--- src/sv/dse_pkg.sv ---
// shared constants and types of the decision stump edge search
`timescale 1ns / 1ps

package dse_pkg;

    // field widths of the input and result beats
    localparam int OP_W   = 2;
    localparam int FEAT_W = 6;
    localparam int VAL_W  = 32;
    localparam int WGT_W  = 32;
    localparam int LBL_W  = 8;
    localparam int CUT_W  = 33;

    // signed Q12.32 edge, saturating
    localparam int EDGE_W = 44;

    // samples of features at or above this index are dropped
    localparam int unsigned MAX_FEATURES = 64;

    // default depth of the command queue between front and back
    localparam int unsigned QUEUE_DEPTH = 4;

    typedef enum logic [OP_W-1:0] {
        OP_ACCUM  = 2'd0,
        OP_SAMPLE = 2'd1,
        OP_FINISH = 2'd2
    } t_op;

    // classified command, front to back
    typedef struct packed {
        t_op                     op;
        logic [FEAT_W-1:0]       feat;
        logic signed [VAL_W-1:0] value;
        logic [WGT_W-1:0]        weight;
        logic                    positive;
        logic                    first;
    } t_cmd;

    typedef struct packed {
        logic full;
        logic empty;
    } t_q_status;

    typedef struct packed {
        logic pop;
        logic fin_fire;
    } t_back_status;

endpackage

--- src/sv/dse_if.sv ---
// handshake channels of the decision stump edge search
`timescale 1ns / 1ps

interface dse_in_if;
    logic                              valid;
    logic                              ready;
    logic [dse_pkg::OP_W-1:0]          op;
    logic [dse_pkg::FEAT_W-1:0]        feature_index;
    logic signed [dse_pkg::VAL_W-1:0]  feature_value;
    logic [dse_pkg::WGT_W-1:0]         sample_weight;
    logic [dse_pkg::LBL_W-1:0]         sample_label;
    logic                              first_of_feature;

    modport source (
        output valid, op, feature_index, feature_value, sample_weight, sample_label,
               first_of_feature,
        input  ready
    );
    modport sink (
        input  valid, op, feature_index, feature_value, sample_weight, sample_label,
               first_of_feature,
        output ready
    );
endinterface

interface dse_out_if;
    logic                              valid;
    logic                              ready;
    logic [dse_pkg::FEAT_W-1:0]        chosen_feature;
    logic signed [dse_pkg::CUT_W-1:0]  cut_twice;
    logic                              low_side_pos;
    logic                              constant_stump;

    modport source (
        output valid, chosen_feature, cut_twice, low_side_pos, constant_stump,
        input  ready
    );
    modport sink (
        input  valid, chosen_feature, cut_twice, low_side_pos, constant_stump,
        output ready
    );
endinterface

interface dse_cfg_if;
    logic                       valid;
    logic                       ready;
    logic [dse_pkg::LBL_W-1:0]  target_label;

    modport source (output valid, target_label, input ready);
    modport sink (input valid, target_label, output ready);
endinterface

--- src/sv/dse_front.sv ---
// input handshake, target label register and command classification
`timescale 1ns / 1ps

module dse_front (
    input  logic          i_clk,
    input  logic          i_rst_n,
    dse_cfg_if.sink       i_cfg,
    dse_in_if.sink        i_in,
    input  logic          i_q_full,
    output logic          o_push,
    output dse_pkg::t_cmd o_cmd
);
    import dse_pkg::*;

    logic [LBL_W-1:0] r_target_label;
    logic             w_beat;
    logic             w_keep;

    assign i_cfg.ready = 1'b1;

    always_ff @(posedge i_clk) begin
        if (!i_rst_n) begin
            r_target_label <= '0;
        end else if (i_cfg.valid) begin
            r_target_label <= i_cfg.target_label;
        end
    end

    assign i_in.ready = !i_q_full;
    assign w_beat     = i_in.valid && i_in.ready;

    // unused op and out of range features are taken and dropped
    always_comb begin
        w_keep = 1'b0;
        unique case (i_in.op)
            OP_ACCUM, OP_FINISH: w_keep = 1'b1;
            OP_SAMPLE:           w_keep = (32'(i_in.feature_index) < MAX_FEATURES);
            default:             w_keep = 1'b0;
        endcase
    end

    assign o_push = w_beat && w_keep;

    always_comb begin
        o_cmd.op       = t_op'(i_in.op);
        o_cmd.feat     = i_in.feature_index;
        o_cmd.value    = i_in.feature_value;
        o_cmd.weight   = i_in.sample_weight;
        o_cmd.positive = (i_in.sample_label == r_target_label);
        o_cmd.first    = i_in.first_of_feature;
    end

endmodule

--- src/sv/dse_queue.sv ---
// small command queue between front and back
`timescale 1ns / 1ps

module dse_queue #(
    parameter int unsigned DEPTH = dse_pkg::QUEUE_DEPTH  // at least 2
) (
    input  logic               i_clk,
    input  logic               i_rst_n,
    input  logic               i_push,
    input  dse_pkg::t_cmd      i_cmd,
    input  logic               i_pop,
    output dse_pkg::t_cmd      o_cmd,
    output dse_pkg::t_q_status o_status
);
    import dse_pkg::*;

    localparam int PTR_W = $clog2(DEPTH);
    localparam int CNT_W = $clog2(DEPTH + 1);

    t_cmd             r_mem [DEPTH];
    logic [PTR_W-1:0] r_wr_ptr, n_wr_ptr;
    logic [PTR_W-1:0] r_rd_ptr, n_rd_ptr;
    logic [CNT_W-1:0] r_count,  n_count;

    always_ff @(posedge i_clk) begin
        if (i_push) begin
            r_mem[r_wr_ptr] <= i_cmd;
        end
    end

    assign o_cmd = r_mem[r_rd_ptr];

    always_comb begin
        n_wr_ptr = r_wr_ptr;
        n_rd_ptr = r_rd_ptr;
        n_count  = r_count;
        if (i_push) begin
            n_wr_ptr = (r_wr_ptr == PTR_W'(DEPTH - 1)) ? '0 : r_wr_ptr + 1'b1;
        end
        if (i_pop) begin
            n_rd_ptr = (r_rd_ptr == PTR_W'(DEPTH - 1)) ? '0 : r_rd_ptr + 1'b1;
        end
        if (i_push && !i_pop) begin
            n_count = r_count + 1'b1;
        end else if (i_pop && !i_push) begin
            n_count = r_count - 1'b1;
        end
    end

    always_ff @(posedge i_clk) begin
        if (!i_rst_n) begin
            r_wr_ptr <= '0;
            r_rd_ptr <= '0;
            r_count  <= '0;
        end else begin
            r_wr_ptr <= n_wr_ptr;
            r_rd_ptr <= n_rd_ptr;
            r_count  <= n_count;
        end
    end

    assign o_status.full  = (r_count == CNT_W'(DEPTH));
    assign o_status.empty = (r_count == '0);

endmodule

--- src/sv/dse_back.sv ---
// edge update, best cut tracking and result register
`timescale 1ns / 1ps

module dse_back (
    input  logic                  i_clk,
    input  logic                  i_rst_n,
    input  logic                  i_q_empty,
    input  dse_pkg::t_cmd         i_cmd,
    output dse_pkg::t_back_status o_status,
    dse_out_if.source             o_out
);
    import dse_pkg::*;

    function automatic logic signed [EDGE_W-1:0] sat_edge(input logic signed [EDGE_W:0] x);
        logic signed [EDGE_W-1:0] y;
        if (x[EDGE_W] != x[EDGE_W-1]) begin
            y = x[EDGE_W] ? {1'b1, {(EDGE_W-1){1'b0}}} : {1'b0, {(EDGE_W-1){1'b1}}};
        end else begin
            y = x[EDGE_W-1:0];
        end
        return y;
    endfunction

    // edge stage state
    logic signed [EDGE_W-1:0] r_total,      n_total;
    logic signed [EDGE_W-1:0] r_running,    n_running;
    logic signed [VAL_W-1:0]  r_prev_value, n_prev_value;
    logic [WGT_W-1:0]         r_prev_weight, n_prev_weight;
    logic                     r_prev_pos,   n_prev_pos;

    // candidate / finish stage
    logic                     r_s_valid, n_s_valid;
    logic                     r_s_fin,   n_s_fin;
    logic signed [EDGE_W-1:0] r_s_edge,  n_s_edge;
    logic [FEAT_W-1:0]        r_s_feat,  n_s_feat;
    logic signed [CUT_W-1:0]  r_s_cut,   n_s_cut;

    // best cut so far
    logic [EDGE_W-1:0]        r_best_mag,  n_best_mag;
    logic                     r_best_neg,  n_best_neg;
    logic [FEAT_W-1:0]        r_best_feat, n_best_feat;
    logic signed [CUT_W-1:0]  r_best_cut,  n_best_cut;

    // result register
    logic                     r_out_valid, n_out_valid;
    logic [FEAT_W-1:0]        r_o_feat,    n_o_feat;
    logic signed [CUT_W-1:0]  r_o_cut,     n_o_cut;
    logic                     r_o_left,    n_o_left;
    logic                     r_o_const,   n_o_const;

    logic                     w_adv;
    logic                     w_pop;
    logic                     w_fin_fire;
    logic signed [EDGE_W:0]   w_tot_wide;
    logic signed [EDGE_W:0]   w_run_wide;
    logic [EDGE_W:0]          w_wgt_ext;
    logic [EDGE_W:0]          w_twice;
    logic signed [EDGE_W-1:0] w_run_sat;
    logic [EDGE_W-1:0]        w_s_mag;
    logic                     w_const;

    // a finish waits only while the result register is still full
    assign w_adv      = !r_s_valid || !r_s_fin || !r_out_valid || o_out.ready;
    assign w_pop      = !i_q_empty && w_adv;
    assign w_fin_fire = w_adv && r_s_valid && r_s_fin;

    assign w_wgt_ext  = {{(EDGE_W + 1 - WGT_W){1'b0}}, i_cmd.weight};
    assign w_twice    = {{(EDGE_W - WGT_W){1'b0}}, r_prev_weight, 1'b0};
    assign w_tot_wide = i_cmd.positive ? {r_total[EDGE_W-1], r_total} + w_wgt_ext
                                       : {r_total[EDGE_W-1], r_total} - w_wgt_ext;
    assign w_run_wide = r_prev_pos ? {r_running[EDGE_W-1], r_running} - w_twice
                                   : {r_running[EDGE_W-1], r_running} + w_twice;
    assign w_run_sat  = sat_edge(w_run_wide);

    assign w_s_mag = r_s_edge[EDGE_W-1] ? EDGE_W'(unsigned'(-r_s_edge))
                                        : EDGE_W'(unsigned'(r_s_edge));
    assign w_const = (w_s_mag >= r_best_mag);

    always_comb begin
        n_total       = r_total;
        n_running     = r_running;
        n_prev_value  = r_prev_value;
        n_prev_weight = r_prev_weight;
        n_prev_pos    = r_prev_pos;
        n_s_valid     = r_s_valid;
        n_s_fin       = r_s_fin;
        n_s_edge      = r_s_edge;
        n_s_feat      = r_s_feat;
        n_s_cut       = r_s_cut;
        n_best_mag    = r_best_mag;
        n_best_neg    = r_best_neg;
        n_best_feat   = r_best_feat;
        n_best_cut    = r_best_cut;
        n_out_valid   = r_out_valid && !o_out.ready;
        n_o_feat      = r_o_feat;
        n_o_cut       = r_o_cut;
        n_o_left      = r_o_left;
        n_o_const     = r_o_const;

        // best stage: retire what sits in the candidate register
        if (w_adv && r_s_valid) begin
            if (r_s_fin) begin
                n_out_valid = 1'b1;
                n_o_const   = w_const;
                n_o_feat    = w_const ? '0 : r_best_feat;
                n_o_cut     = w_const ? '0 : r_best_cut;
                n_o_left    = w_const ? r_s_edge[EDGE_W-1] : r_best_neg;
                n_best_mag  = '0;
                n_best_neg  = 1'b0;
                n_best_feat = '0;
                n_best_cut  = '0;
            end else if (w_s_mag > r_best_mag) begin
                n_best_mag  = w_s_mag;
                n_best_neg  = r_s_edge[EDGE_W-1];
                n_best_feat = r_s_feat;
                n_best_cut  = r_s_cut;
            end
        end

        // edge stage: execute the queue head
        if (w_adv) begin
            n_s_valid = 1'b0;
            if (w_pop) begin
                unique case (i_cmd.op)
                    OP_ACCUM: begin
                        n_total = sat_edge(w_tot_wide);
                    end
                    OP_SAMPLE: begin
                        if (i_cmd.first) begin
                            n_running = r_total;
                        end else begin
                            n_running = w_run_sat;
                            if (i_cmd.value != r_prev_value) begin
                                n_s_valid = 1'b1;
                                n_s_fin   = 1'b0;
                                n_s_edge  = w_run_sat;
                                n_s_feat  = i_cmd.feat;
                                n_s_cut   = {i_cmd.value[VAL_W-1], i_cmd.value}
                                          + {r_prev_value[VAL_W-1], r_prev_value};
                            end
                        end
                        n_prev_value  = i_cmd.value;
                        n_prev_weight = i_cmd.weight;
                        n_prev_pos    = i_cmd.positive;
                    end
                    OP_FINISH: begin
                        n_s_valid     = 1'b1;
                        n_s_fin       = 1'b1;
                        n_s_edge      = r_total;
                        n_total       = '0;
                        n_running     = '0;
                        n_prev_value  = '0;
                        n_prev_weight = '0;
                        n_prev_pos    = 1'b0;
                    end
                    default: ;
                endcase
            end
        end
    end

    always_ff @(posedge i_clk) begin
        if (!i_rst_n) begin
            r_total       <= '0;
            r_running     <= '0;
            r_prev_value  <= '0;
            r_prev_weight <= '0;
            r_prev_pos    <= 1'b0;
            r_s_valid     <= 1'b0;
            r_s_fin       <= 1'b0;
            r_best_mag    <= '0;
            r_best_neg    <= 1'b0;
            r_best_feat   <= '0;
            r_best_cut    <= '0;
            r_out_valid   <= 1'b0;
        end else begin
            r_total       <= n_total;
            r_running     <= n_running;
            r_prev_value  <= n_prev_value;
            r_prev_weight <= n_prev_weight;
            r_prev_pos    <= n_prev_pos;
            r_s_valid     <= n_s_valid;
            r_s_fin       <= n_s_fin;
            r_best_mag    <= n_best_mag;
            r_best_neg    <= n_best_neg;
            r_best_feat   <= n_best_feat;
            r_best_cut    <= n_best_cut;
            r_out_valid   <= n_out_valid;
        end
    end

    always_ff @(posedge i_clk) begin
        r_s_edge  <= n_s_edge;
        r_s_feat  <= n_s_feat;
        r_s_cut   <= n_s_cut;
        r_o_feat  <= n_o_feat;
        r_o_cut   <= n_o_cut;
        r_o_left  <= n_o_left;
        r_o_const <= n_o_const;
    end

    assign o_out.valid          = r_out_valid;
    assign o_out.chosen_feature = r_o_feat;
    assign o_out.cut_twice      = r_o_cut;
    assign o_out.low_side_pos   = r_o_left;
    assign o_out.constant_stump = r_o_const;

    assign o_status.pop      = w_pop;
    assign o_status.fin_fire = w_fin_fire;

endmodule

--- src/sv/decision_stump_edge_search.sv ---
// top level of the weighted decision stump edge search
`timescale 1ns / 1ps

// Trains one weighted decision stump. Accumulate beats add each sample's signed weight
// (plus if its label matches target_label, minus otherwise) into the constant edge. Sample
// beats then stream every feature's samples in ascending value order, the first of each
// feature flagged; each later sample lowers the running edge by twice the previous sample's
// signed weight and, where the value changes, offers a cut that wins on a strictly larger
// absolute edge. A finish beat yields one result beat (the constant stump wins ties) and
// clears the search for the next round; target_label is kept. Edges are signed Q12.32 in
// 44 bits and saturate; cut_twice is the exact sum of the two values around the cut.
// Throughput is one input beat per clock: the front takes a beat whenever the command queue
// has room, and the back retires one command per clock while no finish waits, its running
// edge add and saturate feeding its register directly. A finish passes the queue, candidate
// register and result register before its result is valid; a result waiting at the output
// stalls only finish commands and the queue behind, so input stalls on a full queue alone.
module decision_stump_edge_search #(
    parameter int unsigned QUEUE_DEPTH = dse_pkg::QUEUE_DEPTH
) (
    input  logic      i_clk,
    input  logic      i_rst_n,
    dse_cfg_if.sink   i_cfg,
    dse_in_if.sink    i_in,
    dse_out_if.source o_out
);
    import dse_pkg::*;

    logic         w_push;
    t_cmd         w_front_cmd;    // classified command into the queue
    t_cmd         w_head_cmd;     // queue head seen by the back
    t_q_status    w_q_stat;
    t_back_status w_b_stat;

    // front: config register, accept beats, drop what has no effect
    dse_front u_front (
        .i_clk    (i_clk),
        .i_rst_n  (i_rst_n),
        .i_cfg    (i_cfg),
        .i_in     (i_in),
        .i_q_full (w_q_stat.full),
        .o_push   (w_push),
        .o_cmd    (w_front_cmd)
    );

    // decoupling queue
    dse_queue #(
        .DEPTH (QUEUE_DEPTH)
    ) u_queue (
        .i_clk    (i_clk),
        .i_rst_n  (i_rst_n),
        .i_push   (w_push),
        .i_cmd    (w_front_cmd),
        .i_pop    (w_b_stat.pop),
        .o_cmd    (w_head_cmd),
        .o_status (w_q_stat)
    );

    // back: edge arithmetic, best cut, result register
    dse_back u_back (
        .i_clk     (i_clk),
        .i_rst_n   (i_rst_n),
        .i_q_empty (w_q_stat.empty),
        .i_cmd     (w_head_cmd),
        .o_status  (w_b_stat),
        .o_out     (o_out)
    );

    // no push into a full queue
    a_push_room: assert property (@(posedge i_clk) disable iff (!i_rst_n)
        w_push |-> !w_q_stat.full)
        else $error("push into full queue");

    // no pop from an empty queue
    a_pop_data: assert property (@(posedge i_clk) disable iff (!i_rst_n)
        w_b_stat.pop |-> !w_q_stat.empty)
        else $error("pop from empty queue");

    // a result appears only after a finish retired
    a_result_src: assert property (@(posedge i_clk) disable iff (!i_rst_n)
        $rose(o_out.valid) |-> $past(w_b_stat.fin_fire))
        else $error("result without finish");

    // constant stump carries no feature and no cut
    a_const_fields: assert property (@(posedge i_clk) disable iff (!i_rst_n)
        (o_out.valid && o_out.constant_stump)
            |-> (o_out.chosen_feature == '0 && o_out.cut_twice == '0))
        else $error("constant stump with cut fields");

endmodule

--- src/flat_wrapper.sv ---
// flat-port wrapper written by rule: the top's interface ports become plain ports
module decision_stump_edge_search_flat import dse_pkg::*;
#(
    parameter int unsigned QUEUE_DEPTH = dse_pkg::QUEUE_DEPTH
)
  (i_clk, i_rst_n, i_cfg_valid, i_cfg_target_label, i_cfg_ready, i_in_valid, i_in_op, i_in_feature_index, i_in_feature_value, i_in_sample_weight, i_in_sample_label, i_in_first_of_feature, i_in_ready, o_out_valid, o_out_chosen_feature, o_out_cut_twice, o_out_low_side_pos, o_out_constant_stump, o_out_ready);
  dse_cfg_if i_cfg_i ();
  dse_in_if i_in_i ();
  dse_out_if o_out_i ();
  input  logic i_clk;
  input  logic i_rst_n;
  input wire logic [$bits(i_cfg_i.valid)-1:0] i_cfg_valid;
  input wire logic [$bits(i_cfg_i.target_label)-1:0] i_cfg_target_label;
  output wire logic [$bits(i_cfg_i.ready)-1:0] i_cfg_ready;
  input wire logic [$bits(i_in_i.valid)-1:0] i_in_valid;
  input wire logic [$bits(i_in_i.op)-1:0] i_in_op;
  input wire logic [$bits(i_in_i.feature_index)-1:0] i_in_feature_index;
  input wire logic [$bits(i_in_i.feature_value)-1:0] i_in_feature_value;
  input wire logic [$bits(i_in_i.sample_weight)-1:0] i_in_sample_weight;
  input wire logic [$bits(i_in_i.sample_label)-1:0] i_in_sample_label;
  input wire logic [$bits(i_in_i.first_of_feature)-1:0] i_in_first_of_feature;
  output wire logic [$bits(i_in_i.ready)-1:0] i_in_ready;
  output wire logic [$bits(o_out_i.valid)-1:0] o_out_valid;
  output wire logic [$bits(o_out_i.chosen_feature)-1:0] o_out_chosen_feature;
  output wire logic [$bits(o_out_i.cut_twice)-1:0] o_out_cut_twice;
  output wire logic [$bits(o_out_i.low_side_pos)-1:0] o_out_low_side_pos;
  output wire logic [$bits(o_out_i.constant_stump)-1:0] o_out_constant_stump;
  input wire logic [$bits(o_out_i.ready)-1:0] o_out_ready;
  assign i_cfg_i.valid = i_cfg_valid;
  assign i_cfg_i.target_label = i_cfg_target_label;
  assign i_cfg_ready = i_cfg_i.ready;
  assign i_in_i.valid = i_in_valid;
  assign i_in_i.op = i_in_op;
  assign i_in_i.feature_index = i_in_feature_index;
  assign i_in_i.feature_value = i_in_feature_value;
  assign i_in_i.sample_weight = i_in_sample_weight;
  assign i_in_i.sample_label = i_in_sample_label;
  assign i_in_i.first_of_feature = i_in_first_of_feature;
  assign i_in_ready = i_in_i.ready;
  assign o_out_valid = o_out_i.valid;
  assign o_out_chosen_feature = o_out_i.chosen_feature;
  assign o_out_cut_twice = o_out_i.cut_twice;
  assign o_out_low_side_pos = o_out_i.low_side_pos;
  assign o_out_constant_stump = o_out_i.constant_stump;
  assign o_out_i.ready = o_out_ready;
  decision_stump_edge_search #(.QUEUE_DEPTH(QUEUE_DEPTH)) u_core (.i_clk(i_clk), .i_rst_n(i_rst_n), .i_cfg(i_cfg_i), .i_in(i_in_i), .o_out(o_out_i));
endmodule
--- config.mk ---
export PLATFORM = sky130hd
export DESIGN_NAME = decision_stump_edge_search_flat
export DESIGN_NICKNAME = d
export VERILOG_FILES = /design/src/sv/dse_pkg.sv /design/src/sv/dse_if.sv /design/src/sv/dse_front.sv /design/src/sv/dse_queue.sv /design/src/sv/dse_back.sv /design/src/sv/decision_stump_edge_search.sv /design/src/flat_wrapper.sv
export SDC_FILE = /design/constraint.sdc
export NUM_CORES = 1
export LEC_CHECK = 0
export ABC_CLOCK_PERIOD_IN_PS = 6300
export BUFFER_PORTS_ARGS = -buffer_cell sky130_fd_sc_hd__buf_2
export CORE_ASPECT_RATIO = 1.75
export CORE_MARGIN = 4
export CORE_UTILIZATION = 38
export DETAILED_ROUTE_END_ITERATION = 12
export GPL_TIMING_DRIVEN = 0
export PLACE_DENSITY_LB_ADDON = 0.1
export SYNTH_ARGS = -nofsm -noshare
export SYNTH_HDL_FRONTEND = slang
export SYNTH_SLANG_ARGS = --single-unit
--- constraint.sdc ---
create_clock -name i_clk -period 6.3 [get_ports i_clk]
set_input_delay 0.315 -clock i_clk [delete_from_list [all_inputs] [get_ports i_clk]]
set_output_delay 0.315 -clock i_clk [all_outputs]
set_load 0.1 [all_outputs]
==> summary.md <==
The run finished with clean final reports. The count of flip-flops with a built-in enable after synthesis was 420. The fraction of registers with async set or reset after synthesis is 0. STA classifies the critical path startpoint as a flop. The synthesized area came out at 0.0366 mm². For the number of antenna violations at the first check in global routing, the log shows 5.

The slew at the pin with the worst max-slew slack came out at 1.34 ns. Top cell type by total area after synthesis: sky130_fd_sc_hd__edfxtp_1. The run gives 185000 µm as the first-pass GRT wire length. The pre-antenna-repair detailed-routing pass consisted of 5 iterations.

The detailed router finished its first iteration with 1630 violations. The number of sinks driven by the clock tree is 677. The area growth from synthesis to layout is 17.4%. After detailed placement, the design holds a cell count of 4862.

The share of the core filled with cells came out at 0.450. The total number of yosys warnings came out at 0. Hold path endpoint: u_core.u_queue.r_mem[1][1]. The core region is 0.0955 mm². The die covers 0.102 mm². Yosys attributes the largest share of cell area to sky130_fd_sc_hd__edfxtp_1, sky130_fd_sc_hd__dfxtp_1, sky130_fd_sc_hd__ha_1. Routability-driven placement finished with a final weighted congestion of 0.975. After detailed routing, the number of vias per cell comes to 5.59. After detailed routing, the total wire length is 126000 µm.

The type of element capturing the critical path is a flop. The maximum root-to-sink buffer count is 3. After synthesis the netlist holds a flip-flop and latch count of 677. The worst hold path was traced through 4 stages. The worst hold path begins at i_in_sample_label[7].

For the overall fraction of global-route tracks in use, the log shows 0.244. Most frequently used cell type in the post-synthesis netlist: sky130_fd_sc_hd__edfxtp_1. The proportion of netlist area held by the largest area contributor was 0.344; the remaining antenna violation count was 0.

The cell area after layout was 0.0430 mm²; the achievable clock frequency was 163 MHz. The final layout contains 4095 nets. The tools report the final count of hold timing violations as 0. The post-synth net total came out at 3779. Detailed placement HPWL: 97200 µm. In the synthesized netlist, the cells that appear most often are sky130_fd_sc_hd__edfxtp_1, sky130_fd_sc_hd__nand2_1, sky130_fd_sc_hd__a21oi_1.

Entering global routing, the biggest net connects 51 pins. The number of distinct library cells after synthesis came out at 85. Clock tree synthesis inserted a total of 69 buffers. The number of global-route vias before repair was 29300.

Origin of the critical flop-to-flop path: u_core.u_back.r_prev_weight[14]. The path class of the tightest hold or removal check is in2reg. The endpoint identified for the worst register-to-register timing path is u_core.u_back.r_s_edge[42].

The number of cells on the worst reg-to-reg path is 19. The proportion of synthesized chip area in sequential cells was 0.485. Worst-case headroom to the max-slew limit: 0.104. The tools report the master cell of the clock root buffer as sky130_fd_sc_hd__clkbuf_16. The total overflow left after global routing is 0.

Setup violations remaining at the end of the flow were counted as 0. 138 I/O pins were placed. The share of layout cells above drive strength 1 was 0.138. Of all nets on the critical path, the largest fanout is 10. Across the routed clock network, the largest skew measured is 0.0431 ns. The fraction of the cycle the final worst path needs is 0.973.

The shortest period the worst path allows was 6.13 ns; the count of buffers inserted at the top-level ports was 134. For this run, the leading register cell type out of synthesis is sky130_fd_sc_hd__edfxtp_1. For this run, design rule violations remaining after detail routing come to 0. The floorplan step set the die height to 419 µm.

The finished layout holds 5092 standard cells, fillers aside. The die boundary width was 243 µm. The tools report the number of filler cells placed in the layout as 9053. The detailed router placed 28500 vias in this run.

After detailed placement, the total cell area comes to 0.0391 mm². TritonCTS built the clock tree. After detailed routing, the average wire length per cell comes to 24.7 µm.

The worst register-to-register path has a setup slack of 0.17 ns. The average footprint of a synthesized cell was 10.5 µm². The critical path is of the reg2reg type. The tool flagged a number of max-cap violations equal to 0. The run gives 0.383 as the initial cell density of the core. The tools report the number of max-slew violations in the final report as 0. For the latest clock arrival within the worst-skew pair, the log shows 0.67 ns. The H-tree was split into 3 levels. The run gives 6.73 ns as the required time at the endpoint of the critical path.

After clock tree synthesis, the clock-pin slew on the worst setup and hold paths is 0.08 ns. The initialized floorplan defines 150 standard-cell rows. Data arrives at the worst endpoint at 6.57 ns. The cell count after synthesis was 3503.
[flip-flops by register name, indices dropped and copies added, names as in the netlist, 8 cells and up, named ones only]
| register | flops |
|---|---|
| u_core.u_queue.r_mem | 296 |
| u_core.u_back.r_best_mag | 44 |
| u_core.u_back.r_running | 44 |
| u_core.u_back.r_s_edge | 44 |
| u_core.u_back.r_total | 44 |
| u_core.u_back.o_out.cut_twice | 33 |
| u_core.u_back.r_best_cut | 33 |
| u_core.u_back.r_s_cut | 33 |
| u_core.u_back.r_prev_value | 32 |
| u_core.u_back.r_prev_weight | 32 |
| u_core.u_front.r_target_label | 8 |
[per-stage QoR]
stage               hold WS (ns)  setup TNS (ns)  setup WS (ns)
global placement           0.440         -518.66          -3.35
detailed placement         0.449         -220.59          -2.34
finish                     0.149               0          0.170
floorplan                  0.414               0         0.0452
CTS                       0.0890          -0.838        -0.0420
global route               0.153         -0.0317        -0.0200
[layer usage]
layer	GRT usage	wire [µm]	up-vias
met5	0	0	-
met4	0.167	10600	0
met3	0.0294	4820	353
met2	0.471	67500	807
met1	0.240	43000	13800
li1	-	-	13500
[worst max-delay path by stage]
stage | cells past startpoint | to | from
finish | 19 | u_core.u_back.r_s_edge[42] | u_core.u_back.r_prev_weight[14]
global route | 25 | u_core.u_back.r_total[6] | flop
CTS | 20 | u_core.u_back.r_best_mag[21] | u_core.u_back.r_s_edge[10]
detailed placement | 25 | u_core.u_back.r_total[22] | flop
global placement | 14 | u_core.u_back.r_s_fin | flop
floorplan | 26 | u_core.u_back.r_total[10] | flop
[cells by family (layout without fill, tap and decap cells)]
logic type | count (synthesis) | in the layout | synth area share
AO/OA/AOI/OAI | 861 | 861 | 0.155
XOR/XNOR | 209 | 209 | 0.0510
adder cells (fa/ha/maj) | 185 | 185 | 0.0638
buffers and inverters | 319 | 690 | 0.0345
flip-flops | 677 | 677 | 0.485
multiplexers | 187 | 187 | 0.0757
other | 1 | 3 | 0.000102
AND/OR/NAND/NOR | 1064 | 1064 | 0.136
[timing repair]
action,4_1_cts,5_1_grt
hold buffers,82,0
gates cloned,1,0
endpoints found under the setup margin,352,193
hold endpoints to repair,301,0
setup buffers,23,10
resized for setup,86,90
pin swaps,14,16
[worst max-delay path, stage by stage, from the launching register on]
cell                       delay, ns
sky130_fd_sc_hd__dfxtp_1        0.37
sky130_fd_sc_hd__or4_1          0.61
sky130_fd_sc_hd__or3_1          0.42
sky130_fd_sc_hd__or4_1          0.55
sky130_fd_sc_hd__nor2_4         0.30
sky130_fd_sc_hd__a21oi_1        0.14
sky130_fd_sc_hd__xnor2_1        0.36
sky130_fd_sc_hd__ha_1           0.37
sky130_fd_sc_hd__nand2_1        0.17
sky130_fd_sc_hd__o21ai_0        0.21
sky130_fd_sc_hd__a21oi_1        0.21
sky130_fd_sc_hd__o211ai_1       0.10
sky130_fd_sc_hd__a221o_1        0.32
sky130_fd_sc_hd__a31oi_1        0.24
sky130_fd_sc_hd__xnor2_2        0.25
sky130_fd_sc_hd__and3_1         0.23
sky130_fd_sc_hd__clkbuf_1       0.21
sky130_fd_sc_hd__buf_2          0.32
sky130_fd_sc_hd__a41oi_2        0.15
sky130_fd_sc_hd__o21ai_0        0.40
[cells in the final DEF (no fill, tap or decap), types with 54 or more instances in the layout]
master | netlist | layout
sky130_fd_sc_hd__a21o_1 | 84 | 84
sky130_fd_sc_hd__a21oi_1 | 318 | 307
sky130_fd_sc_hd__and2_1 | 58 | 54
sky130_fd_sc_hd__buf_2 | 14 | 146
sky130_fd_sc_hd__clkbuf_1 | 160 | 149
sky130_fd_sc_hd__clkbuf_16 | 0 | 71
sky130_fd_sc_hd__dfxtp_1 | 257 | 257
sky130_fd_sc_hd__dlygate4sd3_1 | 0 | 82
sky130_fd_sc_hd__edfxtp_1 | 420 | 420
sky130_fd_sc_hd__ha_1 | 178 | 163
sky130_fd_sc_hd__inv_1 | 122 | 120
sky130_fd_sc_hd__mux2i_1 | 107 | 105
sky130_fd_sc_hd__mux4_2 | 71 | 71
sky130_fd_sc_hd__nand2_1 | 405 | 402
sky130_fd_sc_hd__nor2_1 | 276 | 272
sky130_fd_sc_hd__nor3_1 | 61 | 56
sky130_fd_sc_hd__o21ai_0 | 145 | 124
sky130_fd_sc_hd__xnor2_1 | 155 | 151
[layout make-up]
cell class                 count  area, µm²  share of cell area
multi-input combinational   2507      18100               0.422
sequential                   677      17800               0.413
timing repair buffer         259       1990              0.0462
clock buffer                  93       1890              0.0439
tap                         1216       1520              0.0354
buffer                       181        848              0.0197
inverter                     124        465              0.0108
clock inverter                33        390             0.00908
antenna                        2       5.00            0.000116
Power is left out: the tool's default activity adds up to more than one toggle a clock period on the data nets, which glitch-free logic cannot reach.
